## config.mk

```make
export PLATFORM = sky130hd
export DESIGN_NAME = psb_place
export DESIGN_NICKNAME = d
export VERILOG_FILES = /design/src/rtl/core/psb_pkg.sv /design/src/rtl/core/psb_place.sv
export SDC_FILE = /design/constraint.sdc
export NUM_CORES = 1
export LEC_CHECK = 0
export ABC_AREA = 0
export BUFFER_PORTS_ARGS = -buffer_cell sky130_fd_sc_hd__buf_2
export CORE_MARGIN = 5
export CORE_UTILIZATION = 40
export CTS_BUF_LIST = sky130_fd_sc_hd__clkbuf_4
export CTS_CLUSTER_SIZE = 30
export DETAILED_ROUTE_END_ITERATION = 8
export SYNTH_ARGS = -nofsm -noshare
export SYNTH_HDL_FRONTEND = slang
export SYNTH_SLANG_ARGS = --single-unit
```

## constraint.sdc

```tcl
create_clock -name clock -period 15.9 [get_ports clock]
set_input_delay 3.18 -clock clock [delete_from_list [all_inputs] [get_ports clock]]
set_output_delay 3.18 -clock clock [all_outputs]
set_load 0.03 [all_outputs]
```

## src/rtl/core/psb_pkg.sv

```systemverilog
// Shared types, constants and remap tables of the palette sprite blitter.
`timescale 1ns / 1ps
`default_nettype none

package psb_pkg;

   // Default geometry of the tiled map.
   localparam int DEF_TILE_W   = 24;
   localparam int DEF_TILE_H   = 24;
   localparam int DEF_MAP_COLS = 64;
   localparam int DEF_MAP_ROWS = 64;

   // Field widths.
   localparam int TILE_IDX_W = 6;
   localparam int SIZE_W     = 8;
   localparam int INDEX_W    = 8;
   localparam int CHAN_IN_W  = 6;
   localparam int CHAN_OUT_W = 8;
   localparam int ADDR_W     = 22;
   localparam int RGB_W      = 3 * CHAN_OUT_W;
   localparam int SEL_W      = 2;

   // Signed width of a pixel coordinate, enough for the largest image and offsets.
   localparam int POS_W = 15;

   // Palette memory.
   localparam int PAL_DEPTH = 256;

   // Configuration port.
   localparam int CSR_ADDR_W = 5;
   localparam int CSR_DATA_W = 32;

   typedef enum logic [2:0] {
      REG_TILE_X         = 3'd0,
      REG_TILE_Y         = 3'd1,
      REG_SPRITE_WIDTH   = 3'd2,
      REG_SPRITE_HEIGHT  = 3'd3,
      REG_CENTERED       = 3'd4,
      REG_PALETTE_SELECT = 3'd5
   } csr_index_type;

   localparam logic OP_PALETTE = 1'b0;
   localparam logic OP_PIXEL   = 1'b1;

   localparam logic [SEL_W-1:0] PAL_BASE      = 2'd0;
   localparam logic [SEL_W-1:0] PAL_STRUCTURE = 2'd1;
   localparam logic [SEL_W-1:0] PAL_UNIT      = 2'd2;

   localparam logic [INDEX_W-1:0] CLEAR_INDEX_A = 8'h00;
   localparam logic [INDEX_W-1:0] CLEAR_INDEX_B = 8'h04;
   localparam logic [3:0]         REMAP_BANK    = 4'hB;  // indices 176 to 191

   typedef struct packed {
      logic              write_enable;
      logic [ADDR_W-1:0] pixel_address;
   } place_result_type;

   function automatic logic [INDEX_W-1:0] structure_entry(input logic [3:0] k);
      logic [INDEX_W-1:0] v;
      case (k)
         4'd0:  v = 8'h7f;
         4'd1:  v = 8'h7e;
         4'd2:  v = 8'h7d;
         4'd3:  v = 8'h7c;
         4'd4:  v = 8'h7a;
         4'd5:  v = 8'h2e;
         4'd6:  v = 8'h78;
         4'd7:  v = 8'h2f;
         4'd8:  v = 8'h7d;
         4'd9:  v = 8'h7c;
         4'd10: v = 8'h7b;
         4'd11: v = 8'h7a;
         4'd12: v = 8'h2a;
         4'd13: v = 8'h79;
         4'd14: v = 8'h78;
         default: v = 8'h78;
      endcase
      return v;
   endfunction

   function automatic logic [INDEX_W-1:0] unit_entry(input logic [3:0] k);
      logic [INDEX_W-1:0] v;
      case (k)
         4'd0:  v = 8'ha1;
         4'd1:  v = 8'hc8;
         4'd2:  v = 8'hc9;
         4'd3:  v = 8'hca;
         4'd4:  v = 8'hcc;
         4'd5:  v = 8'hcd;
         4'd6:  v = 8'hce;
         4'd7:  v = 8'h0c;
         4'd8:  v = 8'hc9;
         4'd9:  v = 8'hca;
         4'd10: v = 8'hcb;
         4'd11: v = 8'hcc;
         4'd12: v = 8'hcd;
         4'd13: v = 8'h73;
         4'd14: v = 8'hc6;
         default: v = 8'h72;
      endcase
      return v;
   endfunction

   // Palette slot actually read for a colour index under the given palette select.
   function automatic logic [INDEX_W-1:0] remap_index(input logic [INDEX_W-1:0] idx,
                                                      input logic [SEL_W-1:0]   sel);
      logic [INDEX_W-1:0] slot;
      slot = idx;
      if (idx[7:4] == REMAP_BANK) begin
         if (sel == PAL_STRUCTURE) begin
            slot = structure_entry(idx[3:0]);
         end else if (sel == PAL_UNIT) begin
            slot = unit_entry(idx[3:0]);
         end
      end
      return slot;
   endfunction

endpackage

`default_nettype wire

```

## src/rtl/core/psb_place.sv

```systemverilog
// Sprite origin registers and placement of one pixel into the map image.
`timescale 1ns / 1ps
`default_nettype none

module psb_place #(
   parameter int TILE_W   = psb_pkg::DEF_TILE_W,
   parameter int TILE_H   = psb_pkg::DEF_TILE_H,
   parameter int MAP_COLS = psb_pkg::DEF_MAP_COLS,
   parameter int MAP_ROWS = psb_pkg::DEF_MAP_ROWS
) (
   input  wire logic                                clock,
   input  wire logic [psb_pkg::TILE_IDX_W-1:0]      tile_x,
   input  wire logic [psb_pkg::TILE_IDX_W-1:0]      tile_y,
   input  wire logic [psb_pkg::SIZE_W-1:0]          sprite_width,
   input  wire logic [psb_pkg::SIZE_W-1:0]          sprite_height,
   input  wire logic                                centered,
   input  wire logic [psb_pkg::SIZE_W-1:0]          column,
   input  wire logic [psb_pkg::SIZE_W-1:0]          row,
   input  wire logic [psb_pkg::INDEX_W-1:0]         colour_index,
   output psb_pkg::place_result_type                result
);
   import psb_pkg::*;

   localparam int IMG_W  = MAP_COLS * TILE_W;
   localparam int IMG_H  = MAP_ROWS * TILE_H;
   localparam int PROD_W = 2 * POS_W;

   logic [POS_W-1:0] base_x;
   logic [POS_W-1:0] base_y;
   logic [POS_W-1:0] org_x_in;
   logic [POS_W-1:0] org_y_in;
   logic [POS_W-1:0] org_x_ff;
   logic [POS_W-1:0] org_y_ff;
   logic [POS_W-1:0] pos_x;
   logic [POS_W-1:0] pos_y;
   logic             on_image;
   logic             opaque;
   logic [PROD_W-1:0] linear;

   // Origin tracks config; user must write it only while idle; unchecked.
   always_comb begin
      base_x = POS_W'(tile_x) * POS_W'(TILE_W);
      base_y = POS_W'(tile_y) * POS_W'(TILE_H);
      if (centered) begin
         org_x_in = base_x - POS_W'(sprite_width >> 1) + POS_W'(TILE_W / 2);
         org_y_in = base_y - POS_W'(sprite_height >> 1) + POS_W'(TILE_H / 2);
      end else begin
         org_x_in = base_x;
         org_y_in = base_y;
      end
   end

   always_ff @(posedge clock) begin
      org_x_ff <= org_x_in;
      org_y_ff <= org_y_in;
   end

   always_comb begin
      pos_x    = org_x_ff + POS_W'(column);
      pos_y    = org_y_ff + POS_W'(row);
      on_image = !pos_x[POS_W-1] && (pos_x < POS_W'(IMG_W)) &&
                 !pos_y[POS_W-1] && (pos_y < POS_W'(IMG_H));
      opaque   = (colour_index != CLEAR_INDEX_A) && (colour_index != CLEAR_INDEX_B);
      linear   = PROD_W'(pos_y) * PROD_W'(IMG_W) + PROD_W'(pos_x);
      result.write_enable  = on_image && opaque;
      result.pixel_address = (on_image && opaque) ? linear[ADDR_W-1:0] : '0;
   end

endmodule

`default_nettype wire

```

# Word level (Yosys, flattened, before mapping)
# Index checks and enable logic that the tools add are counted.
# word_totals
out_inout_bits	23
inputBits	54
register_bits	26
wordCells	28
# op_classes
n_lt_le_gt_ge	2
addsub	7
eq_ne	1
mul	3
n_mux	3
reduce_logical	8
# op_table
op	n
15-bit by 8-bit adder with 15-bit output	2
15-bit by 11-bit < comparator with 1-bit output, second input constant	2
12-bit by 5-bit adder with 13-bit output, second input constant	2
11-bit by 7-bit subtractor with 12-bit output	2
22-bit by 15-bit adder with 22-bit output	1
11-bit 2-to-1 mux	2
22-bit 2-to-1 mux	1
6-bit by 2-bit multiplier with 8-bit output, second input constant	2
15-bit by 2-bit multiplier with 13-bit output, second input constant	1
8-bit by 3-bit != test with 1-bit output, second input constant	1
8-bit nonzero test	1
1-bit logical AND	5
1-bit logical NOT	2

# Longest topological paths before layout
# Gate-level depths: netlist (run 1).
# depth
depth_word	7
ltp_mapped	20
mapped_depth_nobuf	20

# Worst setup path before layout (run 1)
# OpenSTA, ideal clock, no wires.
# synth_timing
path_kind	input to output
from	in column[0] (netlist name)
to	out result[21] (netlist name)
cell_stages	20
t_required_ps	12720
path_buffers	0
t_arrival_ps	7078
path_slack_ps	5642
cell_sequence	ha_1 fa_1 a21o_1 a21oi_1 o21bai_1 a21oi_1 nand2b_1 a21oi_1 nand3_1 xnor2_1 fa_1 a21oi_1 nor2_1 nor2_1 o21bai_1 a21oi_1 nand3b_1 or3_4 or4_1 a21oi_1
# synth_lines
item	line	rtl
start: declaration	psb_place.sv:17	input wire logic [psb_pkg::SIZE_W-1:0] column,
end: declaration	psb_place.sv:20	output psb_pkg::place_result_type result

==> out/metrics.json, run 1 <==
{
  "status": {"value": "complete, no violations"},
  "async_reset_ff_share": {"value": 0, "unit": "%"},
  "port_buffers": {"value": 73},
  "grt_antenna_before_repair": {"value": 1},
  "clock_power_share": {"value": 4.8, "unit": "%"},
  "rows": {"value": 36},
  "cts.htree.levels": {"value": 1},
  "finalNetCount": {"value": 701},
  "worst_slew_margin_rel": {"value": 35.0, "unit": "%"},
  "grt_start_max_net_pins": {"value": 25},
  "worst-path-max-fanout": {"value": 4},
  "post_synth_most_frequent_cells": {"value": "ha_1, nor2_1, inv_1"},
  "synthesis.area": {"value": 4010, "unit": "µm²"},
  "globalRoute.totalOverflow": {"value": 0},
  "first_pass_grt_wire_length": {"value": 14400, "unit": "µm"},
  "drt_first_pass_iters": {"value": 4},
  "yosys_register_bits": {"value": 26},
  "die_x": {"value": 110, "unit": "µm"},
  "cts_buffer_depth": {"value": 2},
  "p_sw": {"value": 0.000483, "unit": "W"},
  "syn-num-nets": {"value": 629},
  "ir_drop": {"value": 165, "unit": "µV"},
  "synth.lib_cells_used.distinct": {"value": 65},
  "cts_tree": {"value": "done"},
  "area.growth.synth_to_final": {"value": 14.2, "unit": "%"},
  "io_pins": {"value": 77},
  "drt-wirelength-per-cell": {"value": 11.5, "unit": "µm"},
  "cellLeakagePower": {"value": 2.18, "unit": "nW"},
  "number_of_buffers_created_by_cts": {"value": 3},
  "finalNonFillerCells": {"value": 713},
  "cts_hold_buffers": {"value": 0},
  "powerDensity": {"value": 191, "unit": "nW/µm²"},
  "sequentialPowerShare": {"value": 10.2, "unit": "%"},
  "yosysTopAreaCellShare": {"value": 19.1, "unit": "%"},
  "final_max_slew_viol_count": {"value": 0},
  "ant_nets": {"value": 0},
  "post-dp-hpwl": {"value": 7300, "unit": "µm"},
  "timing.max_cap.violations": {"value": 0},
  "global_route.usage.total": {"value": 14.2, "unit": "%"},
  "drt_first_iter_violations": {"value": 96},
  "critPathLaunchType": {"value": "input port"},
  "timing.final.crit_period": {"value": 10550, "unit": "ps"},
  "hold_viol": {"value": 0},
  "unrepaired_setup_endpoints_after_global_routing": {"value": "false"},
  "clkSlewWorstSetupHoldPaths": {"value": 120, "unit": "ps"},
  "grt_pass1_vias": {"value": 3420},
  "synth_seq_area_share": {"value": 13.0, "unit": "%"},
  "netSwitchingFraction": {"value": 55.2, "unit": "%"},
  "timing.setup.tns": {"value": 0, "unit": "ps"},
  "power.combinational.fraction": {"value": 85.0, "unit": "%"},
  "gpl.final_weighted_congestion": {"value": 0.844},
  "numPlacedInstances": {"value": 708},
  "detailroute.via_count": {"value": 3562},
  "hold_path.class": {"value": "input port to flop"},
  "worst_slew_pin_slew": {"value": 974, "unit": "ps"},
  "worstPathRequired": {"value": 12720, "unit": "ps"},
  "drc_errors": {"value": 0},
  "post_synth_main_area_contributors": {"value": "ha_1, dfxtp_1, xnor2_1, xor2_1, a21oi_1"},
  "cts_root_buffer": {"value": "clkbuf_4"},
  "via_per_inst": {"value": 5.00},
  "finish.instance_area": {"value": 4570, "unit": "µm²"},
  "synthesized_area_divided_by_synthesized_cell_count": {"value": 7.88, "unit": "µm²"},
  "postSynthCellCount": {"value": 508},
  "floorplan.die_area": {"value": 12100, "unit": "µm²"},
  "clkSinkCount": {"value": 26},
  "synth-edff-count": {"value": 0},
  "fin_crit_sh": {"value": 66.4, "unit": "%"},
  "post_cts_resized": {"value": 0},
  "fmaxAchievable": {"value": 94.8, "unit": "MHz"},
  "postRouteWirelength": {"value": 8220, "unit": "µm"},
  "synth_top_flop_cell": {"value": "dfxtp_1"},
  "critical_path.endpoint_type": {"value": "output port"},
  "yosysTopAreaCell": {"value": "ha_1"},
  "setup.worst_path.class": {"value": "input port to output port"},
  "cellInternalPower": {"value": 0.000392, "unit": "W"},
  "starting_density_of_the_core": {"value": 41.0, "unit": "%"},
  "drive_above_1_share": {"value": 17.4, "unit": "%"},
  "most_instantiated_library_cell_after_synthesis": {"value": "ha_1"},
  "ys_warn_count": {"value": 0},
  "die_h": {"value": 110, "unit": "µm"},
  "finalSetupViolCount": {"value": 0},
  "post-cts-setup-buffer-count": {"value": 0},
  "place_area": {"value": 4520, "unit": "µm²"},
  "arrival": {"value": 7370, "unit": "ps"},
  "placeableCoreArea": {"value": 9770, "unit": "µm²"}
}
[worst paths after layout]
path,cells past startpoint,to,slack (ps),startpoint
max,22,result[21],5350,column[0]
min,3,org_y_ff[3],3130,tile_y[0]
[layer usage]
metal  GRT usage [%]  vias to the layer above  wire (µm)
met5               0                        -          0
met4            3.74                        0         73
met3           0.466                        4        195
met2            24.9                       46       3830
met1            19.0                     1555       4120
li1                -                     1957          -
[cell usage in the layout (no fill, tap or decap), types with 3 or more instances in the layout]
cell type and instances:
nor2b_1 7, o21ai_0 15, xnor2_1 41, o21ai_1 6, o31ai_1 4, o211ai_1 5, nand2_1 23, a21o_1 12
or2_2 4, or4_1 3, nor3b_1 3, and3_1 5, nor4b_1 4, xor2_1 29, o21a_1 7, and2_1 5
or3_1 5, ha_1 61, buf_2 73, clkbuf_4 3, nand2b_1 4, a21boi_0 3, a211oi_1 4, dfxtp_1 26
nand4_1 3, fa_1 6, a21oi_1 41, nor3_1 11, nand3b_1 3, nor2_1 52, inv_1 42, nand3_1 13
o21bai_1 10
[worst max-delay path, cell delays in order]
cell      delay [ps]
buf_2            100
ha_1             210
fa_1             410
a21o_1           180
a21oi_1          220
o21bai_1          90
a21oi_1          200
nand2b_1         200
a211oi_1         120
xnor2_1          260
inv_1             80
ha_1             280
inv_1             60
nor2_1           100
nor2_1            60
o21bai_1         130
a21oi_1          100
nand3b_1         200
or3_4            360
or4_1            470
a21oi_1          120
buf_2            230
[power groups by stage]
stage | Clock (W) | Sequential, W | Combinational [W]
floorplan | 0 | 0.0000866 | 0.000606
global placement | 0 | 0.0000907 | 0.000738
detailed placement | 0 | 0.0000911 | 0.000747
CTS | 0.0000439 | 0.0000895 | 0.000751
global route | 0.0000470 | 0.0000918 | 0.000830
finish | 0.0000420 | 0.0000895 | 0.000744
[through the flow]
step                total power (W)  worst slack (ps)  hold WS, ps  utilization (%)
finish                     0.000876              5350         3130             46.8
global route               0.000969              4920         3120             46.8
CTS                        0.000885              5320         3110             46.8
detailed placement         0.000838              5340         3450             46.2
global placement           0.000828              5380         3450             46.2
floorplan                  0.000692              5640         3290                -
[cell type report]
type                            count  area (µm²)
Fill cell                        1021        5200
Multi-Input combinational cell    434        3310
Sequential cell                    26         520
Timing Repair Buffer               73         365
Tap cell                          133         166
Inverter                           42         158
Clock inverter                      1        30.0
Clock buffer                        3        22.5
Antenna cell                        1        2.50
[cells by family (layout without fill, tap and decap cells)]
kind of cell / Yosys count / count (layout) / synth area share (%)
simple gates: 158 / 158 / 21.0
compound gates: 134 / 134 / 22.6
xor+xnor: 70 / 70 / 15.3
fa+ha+maj: 67 / 67 / 22.1
buf+inv: 48 / 119 / 4.53
flops: 26 / 26 / 13.0
mux: 5 / 5 / 1.44
other cells: 0 / 1 / 0
[state kept, by name, indices dropped and copies added (netlist names)]
signal and cells:
org_x_ff 13, org_y_ff 13
(Power assumes the default switching activity.)
==> run 2: changes to the inputs <==
==> constraint.sdc (replaced) <==
create_clock -name clock -period 10.65 [get_ports clock]
set_input_delay 2.13 -clock clock [delete_from_list [all_inputs] [get_ports clock]]
set_output_delay 2.13 -clock clock [all_outputs]
set_load 0.03 [all_outputs]
==> out/metrics.json, run 2 (same netlist as run 1, synthesis figures left out) <==
{
  "status": {"value": "complete, no violations"},
  "hold_viol": {"value": 0},
  "via_per_inst": {"value": 5.02},
  "floorplan.die_area": {"value": 12100, "unit": "µm²"},
  "drt_first_iter_violations": {"value": 85},
  "detailroute.via_count": {"value": 3578},
  "post-dp-hpwl": {"value": 7270, "unit": "µm"},
  "clkSinkCount": {"value": 26},
  "arrival": {"value": 6280, "unit": "ps"},
  "cts_hold_buffers": {"value": 0},
  "numPlacedInstances": {"value": 708},
  "grt_start_max_net_pins": {"value": 25},
  "placeableCoreArea": {"value": 9770, "unit": "µm²"},
  "final_max_slew_viol_count": {"value": 0},
  "rows": {"value": 36},
  "p_sw": {"value": 0.000720, "unit": "W"},
  "cellLeakagePower": {"value": 2.18, "unit": "nW"},
  "power.combinational.fraction": {"value": 84.9, "unit": "%"},
  "top_library_cells_by_usage_in_the_layout_fill_and_taps_aside": {"value": "buf_2, ha_1, nor2_1"},
  "area.growth.synth_to_final": {"value": 14.2, "unit": "%"},
  "layout_commonest_cell": {"value": "buf_2"},
  "sequentialPowerShare": {"value": 10.2, "unit": "%"},
  "ant_nets": {"value": 0},
  "post-cts-setup-buffer-count": {"value": 0},
  "cts_tree": {"value": "done"},
  "clkSlewWorstSetupHoldPaths": {"value": 120, "unit": "ps"},
  "cts_root_buffer": {"value": "clkbuf_4"},
  "grt_pass1_vias": {"value": 3355},
  "fmaxAchievable": {"value": 119, "unit": "MHz"},
  "endpoint": {"value": "result[21]"},
  "netSwitchingFraction": {"value": 55.2, "unit": "%"},
  "timing.max_cap.violations": {"value": 0},
  "drc_errors": {"value": 0},
  "finalNetCount": {"value": 701},
  "worstPathRequired": {"value": 8520, "unit": "ps"},
  "hold_path.class": {"value": "input port to flop"},
  "ir_drop": {"value": 252, "unit": "µV"},
  "die_h": {"value": 110, "unit": "µm"},
  "number_of_buffers_created_by_cts": {"value": 3},
  "powerDensity": {"value": 285, "unit": "nW/µm²"},
  "critPathLaunchType": {"value": "input port"},
  "die_x": {"value": 110, "unit": "µm"},
  "gpl.final_weighted_congestion": {"value": 0.846},
  "top_regs": {"value": "org_x_ff x13, org_y_ff x13"},
  "first_pass_grt_wire_length": {"value": 13900, "unit": "µm"},
  "global_route.usage.total": {"value": 13.7, "unit": "%"},
  "cts.htree.levels": {"value": 1},
  "timing.setup.tns": {"value": 0, "unit": "ps"},
  "globalRoute.totalOverflow": {"value": 0},
  "finalSetupViolCount": {"value": 0},
  "worst-path-max-fanout": {"value": 4},
  "cellInternalPower": {"value": 0.000585, "unit": "W"},
  "cts_buffer_depth": {"value": 2},
  "grt_antenna_before_repair": {"value": 1},
  "timing.final.crit_period": {"value": 8410, "unit": "ps"},
  "worst_slew_margin_rel": {"value": 37.2, "unit": "%"},
  "worst_slew_pin_slew": {"value": 942, "unit": "ps"},
  "starting_density_of_the_core": {"value": 41.0, "unit": "%"},
  "unrepaired_setup_endpoints_after_global_routing": {"value": "false"},
  "finalNonFillerCells": {"value": 713},
  "drt_first_pass_iters": {"value": 4},
  "clock_power_share": {"value": 4.8, "unit": "%"},
  "fin_crit_sh": {"value": 78.9, "unit": "%"},
  "drt-wirelength-per-cell": {"value": 11.4, "unit": "µm"},
  "port_buffers": {"value": 73},
  "startpoint": {"value": "column[0]"},
  "drive_above_1_share": {"value": 17.4, "unit": "%"},
  "critical_path.endpoint_type": {"value": "output port"},
  "io_pins": {"value": 77},
  "setup.worst_path.class": {"value": "input port to output port"},
  "postRouteWirelength": {"value": 8150, "unit": "µm"},
  "post_cts_resized": {"value": 0}
}
==> run 2: cell counts in the layout (fill, tap and decap cells not counted) <==
Identical to the previous run, type by type.
==> run 2: final cells by class <==
cell class | instances | area, µm²
clock inverter | 1 | 30.0
clock buffer | 3 | 22.5
multi-input combinational | 434 | 3310
fill | 1028 | 5200
timing repair buffer | 73 | 365
inverter | 42 | 158
sequential | 26 | 520
antenna | 1 | 2.50
tap | 133 | 166
==> run 2: layer usage <==
| metal | part of all wire [%] | vias to the layer above | global-route usage [%] |
|---|---|---|---|
| li1 | - | 1967 | - |
| met5 | 0 | - | 0 |
| met4 | 0.80 | 0 | 2.94 |
| met3 | 2.4 | 4 | 0.291 |
| met1 | 50 | 1563 | 18.3 |
| met2 | 47 | 44 | 24.5 |
==> run 2: power by group through the flow <==
| stage | combinational, W | sequential [W] | clock, W |
|---|---|---|---|
| finish | 0.00111 | 0.000133 | 0.0000630 |
| global route | 0.00124 | 0.000137 | 0.0000702 |
| CTS | 0.00112 | 0.000133 | 0.0000655 |
| detailed placement | 0.00112 | 0.000136 | 0 |
| global placement | 0.00110 | 0.000135 | 0 |
| floorplan | 0.000904 | 0.000129 | 0 |
==> run 2: worst min-delay path by stage <==
| stage | startpoint | end | depth (start not counted) |
|---|---|---|---|
| floorplan | tile_x[0] | org_x_ff[3] | 2 |
| global placement | tile_y[0] | org_y_ff[3] | 3 |
| detailed placement | tile_y[0] | org_y_ff[3] | 3 |
| CTS | tile_y[0] | org_y_ff[3] | 3 |
| global route | sprite_width[1] | org_x_ff[0] | 3 |
| finish | sprite_width[1] | org_x_ff[0] | 3 |
==> run 2: worst max-delay path, cell delays in order <==
cell,delay (ps)
buf_2,100
ha_1,210
fa_1,410
a21o_1,180
a21oi_1,220
o21bai_1,90
a21oi_1,200
nand2b_1,200
a211oi_1,130
xnor2_1,220
inv_1,80
ha_1,280
inv_1,60
nor2_1,100
nor2_1,60
o21bai_1,120
a21oi_1,100
nand3b_1,200
or3_4,360
or4_1,470
a21oi_1,130
buf_2,230
==> run 2: metrics by stage <==
step           power, W  worst slack (ps)  hold WS, ps  utilization, %  area, µm²
6_report        0.00131              2240         2080            46.8       4570
5_1_grt         0.00144              1910         2070            46.8       4570
4_1_cts         0.00132              2230         2070            46.8       4570
3_5_place_dp    0.00125              2250         2400            46.2       4520
3_3_place_gp    0.00124              2240         2400            46.2       4520
2_1_floorplan   0.00103              2490         2240               -       4010
==> run 3: changes to the inputs <==
--- a/config.mk
+++ b/config.mk
@@ -5,7 +5,7 @@
 export SDC_FILE = /design/constraint.sdc
 export NUM_CORES = 1
 export LEC_CHECK = 0
-export ABC_AREA = 0
+export ABC_AREA = 1
 export BUFFER_PORTS_ARGS = -buffer_cell sky130_fd_sc_hd__buf_2
 export CORE_MARGIN = 5
 export CORE_UTILIZATION = 40
==> constraint.sdc (replaced) <==
create_clock -name clock -period 8.5 [get_ports clock]
set_input_delay 1.7 -clock clock [delete_from_list [all_inputs] [get_ports clock]]
set_output_delay 1.7 -clock clock [all_outputs]
set_load 0.03 [all_outputs]
==> out/metrics.json, run 3 <==
{
  "timing.max_cap.violations": {"value": 0},
  "cellLeakagePower": {"value": 2.72, "unit": "nW"},
  "hold_path.class": {"value": "input port to flop"},
  "powerDensity": {"value": 294, "unit": "nW/µm²"},
  "cts.htree.levels": {"value": 1},
  "post-cts-setup-buffer-count": {"value": 0},
  "worst-path-max-fanout": {"value": 5},
  "global_route.usage.total": {"value": 14.7, "unit": "%"},
  "gpl.final_weighted_congestion": {"value": 0.808},
  "worst_slew_pin_slew": {"value": 445, "unit": "ps"},
  "hold_viol": {"value": 0},
  "finish.instance_area": {"value": 4750, "unit": "µm²"},
  "drc_errors": {"value": 0},
  "yosys_register_bits": {"value": 26},
  "synth.lib_cells_used.distinct": {"value": 39},
  "cts_hold_buffers": {"value": 0},
  "top_regs": {"value": "org_x_ff x13, org_y_ff x13"},
  "critPathLaunchType": {"value": "input port"},
  "first_pass_grt_wire_length": {"value": 16500, "unit": "µm"},
  "critical_path.cell_chain": {"value": "buf_2 > ha_1 > fa_1 > xor2_1 > ha_1 > a21oi_1 > nand2_1 > xor2_1 > ha_1 > inv_1 > nor3_1 > nand2_1 > o2111ai_1 > nand2_1 > nand2_1 > nand3_1 > nor2_1 > nand2_1 > o21ai_1 > nand2_1 > nor2_1 > buf_2"},
  "synth-edff-count": {"value": 0},
  "layout.area.seq": {"value": 520, "unit": "µm²"},
  "drt_first_iter_violations": {"value": 146},
  "finalNetCount": {"value": 869},
  "rows": {"value": 37},
  "netSwitchingFraction": {"value": 59.1, "unit": "%"},
  "yosysTopAreaCell": {"value": "ha_1"},
  "ys_warn_count": {"value": 0},
  "hp-start": {"value": "sprite_width[1]"},
  "grt_start_max_net_pins": {"value": 28},
  "numPlacedInstances": {"value": 879},
  "grt_antenna_before_repair": {"value": 1},
  "clkSlewWorstSetupHoldPaths": {"value": 110, "unit": "ps"},
  "ir_drop": {"value": 253, "unit": "µV"},
  "io_pins": {"value": 77},
  "final.fill_count": {"value": 1123},
  "synth_top_flop_cell": {"value": "dfxtp_1"},
  "critical_path.endpoint_type": {"value": "output port"},
  "post_cts_resized": {"value": 0},
  "cpMostUsedCell": {"value": "nand2_1"},
  "fmaxAchievable": {"value": 142, "unit": "MHz"},
  "place_area": {"value": 4720, "unit": "µm²"},
  "postSynthCellCount": {"value": 675},
  "post_synth_most_frequent_cells": {"value": "nand2_1, inv_1, ha_1"},
  "status": {"value": "complete, no violations"},
  "worstHoldPathCells": {"value": 3},
  "async_reset_ff_share": {"value": 0, "unit": "%"},
  "placeableCoreArea": {"value": 10300, "unit": "µm²"},
  "fin_crit_sh": {"value": 83.1, "unit": "%"},
  "unrepaired_setup_endpoints_after_global_routing": {"value": "false"},
  "drt-wirelength-per-cell": {"value": 10.2, "unit": "µm"},
  "multi_input_area": {"value": 3270, "unit": "µm²"},
  "setup.worst_path.class": {"value": "input port to output port"},
  "worst_slew_margin_rel": {"value": 70.3, "unit": "%"},
  "top_library_cells_by_usage_in_the_layout_fill_and_taps_aside": {"value": "nand2_1, inv_1, buf_2"},
  "crit_path_max_incr_delay": {"value": 410, "unit": "ps"},
  "p_sw": {"value": 0.000825, "unit": "W"},
  "syn-num-nets": {"value": 796},
  "postRouteWirelength": {"value": 9030, "unit": "µm"},
  "die_x": {"value": 113, "unit": "µm"},
  "ant_nets": {"value": 0},
  "cellInternalPower": {"value": 0.000570, "unit": "W"},
  "final_max_slew_viol_count": {"value": 0},
  "post-dp-hpwl": {"value": 8160, "unit": "µm"},
  "synthesized_area_divided_by_synthesized_cell_count": {"value": 6.24, "unit": "µm²"},
  "final.hold.worst_slack": {"value": 1610, "unit": "ps"},
  "synth_seq_area_share": {"value": 12.4, "unit": "%"},
  "yosysTopAreaCellShare": {"value": 18.1, "unit": "%"},
  "arrival": {"value": 5360, "unit": "ps"},
  "cts_tree": {"value": "done"},
  "die_h": {"value": 113, "unit": "µm"},
  "number_of_buffers_created_by_cts": {"value": 3},
  "grt_pass1_vias": {"value": 3997},
  "most_instantiated_library_cell_after_synthesis": {"value": "nand2_1"},
  "detailroute.via_count": {"value": 4074},
  "drt_first_pass_iters": {"value": 4},
  "globalRoute.totalOverflow": {"value": 0},
  "finalSetupViolCount": {"value": 0},
  "timing.setup.tns": {"value": 0, "unit": "ps"},
  "worstPathRequired": {"value": 6800, "unit": "ps"},
  "starting_density_of_the_core": {"value": 41.0, "unit": "%"},
  "floorplan.die_area": {"value": 12700, "unit": "µm²"},
  "sequentialPowerShare": {"value": 11.0, "unit": "%"},
  "power.combinational.fraction": {"value": 85.6, "unit": "%"},
  "finalNonFillerCells": {"value": 884},
  "post_synth_main_area_contributors": {"value": "ha_1, nand2_1, dfxtp_1, inv_1, nand3_1"},
  "clock_power_share": {"value": 3.4, "unit": "%"},
  "crit_slowest_cell": {"value": "fa_1"},
  "layout_commonest_cell": {"value": "nand2_1"},
  "area.growth.synth_to_final": {"value": 12.8, "unit": "%"},
  "drive_above_1_share": {"value": 14.2, "unit": "%"},
  "clkSinkCount": {"value": 26},
  "port_buffers": {"value": 73},
  "timing.final.crit_period": {"value": 7060, "unit": "ps"},
  "cts_buffer_depth": {"value": 2},
  "synthesis.area": {"value": 4210, "unit": "µm²"},
  "via_per_inst": {"value": 4.61},
  "min_to": {"value": "org_x_ff[0]"},
  "cts_root_buffer": {"value": "clkbuf_4"}
}
## run 3: cells by family after synthesis
| family | after synthesis | synth area share (%) |
|---|---|---|
| simple gates | 352 | 37.8 |
| compound gates | 77 | 10.1 |
| fa+ha+maj | 67 | 21.0 |
| flops | 26 | 12.4 |
| xor+xnor | 42 | 8.73 |
| buf+inv | 111 | 10.1 |
## run 3: worst max-delay path: cells and delay by family
kind | cells | cell delay [ps]
fa+ha+maj | 4 | 1330
simple gates | 10 | 1010
xor+xnor | 2 | 520
compound gates | 3 | 410
buf+inv | 3 | 390
## run 3: final cells by class
type	instances	share of cell area, %
Antenna cell	1	0.0527
Clock buffer	3	0.474
Clock inverter	1	0.0790
Multi-Input combinational cell	538	68.8
Sequential cell	26	11.0
Timing Repair Buffer	73	7.69
Tap cell	136	3.58
Inverter	106	8.38
## run 3: worst max path at each step
stage	startpoint	end	slack [ps]	depth (start not counted)
6_report	row[0]	result[20]	1440	22
5_1_grt	row[0]	result[20]	1070	22
4_1_cts	row[0]	result[20]	1420	22
3_5_place_dp	row[0]	result[20]	1440	22
3_3_place_gp	row[0]	result[20]	1510	22
2_1_floorplan	row[0]	result[17]	1580	14
## run 3: per-stage QoR
| stage | setup slack [ps] | power, W | utilization, % |
|---|---|---|---|
| 6_report | 1440 | 0.00140 | 46.2 |
| 5_1_grt | 1070 | 0.00157 | 46.2 |
| 4_1_cts | 1420 | 0.00141 | 46.2 |
| 3_5_place_dp | 1440 | 0.00136 | 45.9 |
| 3_3_place_gp | 1510 | 0.00134 | 45.9 |
| 2_1_floorplan | 1580 | 0.00111 | - |
## run 3: power by group through the flow
stage	logic [W]	clock network (W)	registers, W
6_report	0.00119	0.0000477	0.000154
5_1_grt	0.00135	0.0000551	0.000156
4_1_cts	0.00121	0.0000501	0.000154
3_5_place_dp	0.00120	0	0.000157
3_3_place_gp	0.00119	0	0.000156
2_1_floorplan	0.000960	0	0.000154
## run 3: per-layer routing
| metal | global-route usage [%] | up-vias | routed length [µm] |
|---|---|---|---|
| li1 | - | 2326 | - |
| met1 | 19.2 | 1689 | 4480 |
| met2 | 26.3 | 53 | 4220 |
| met3 | 0.916 | 6 | 258 |
| met4 | 3.04 | 0 | 72 |
| met5 | 0 | - | 0 |
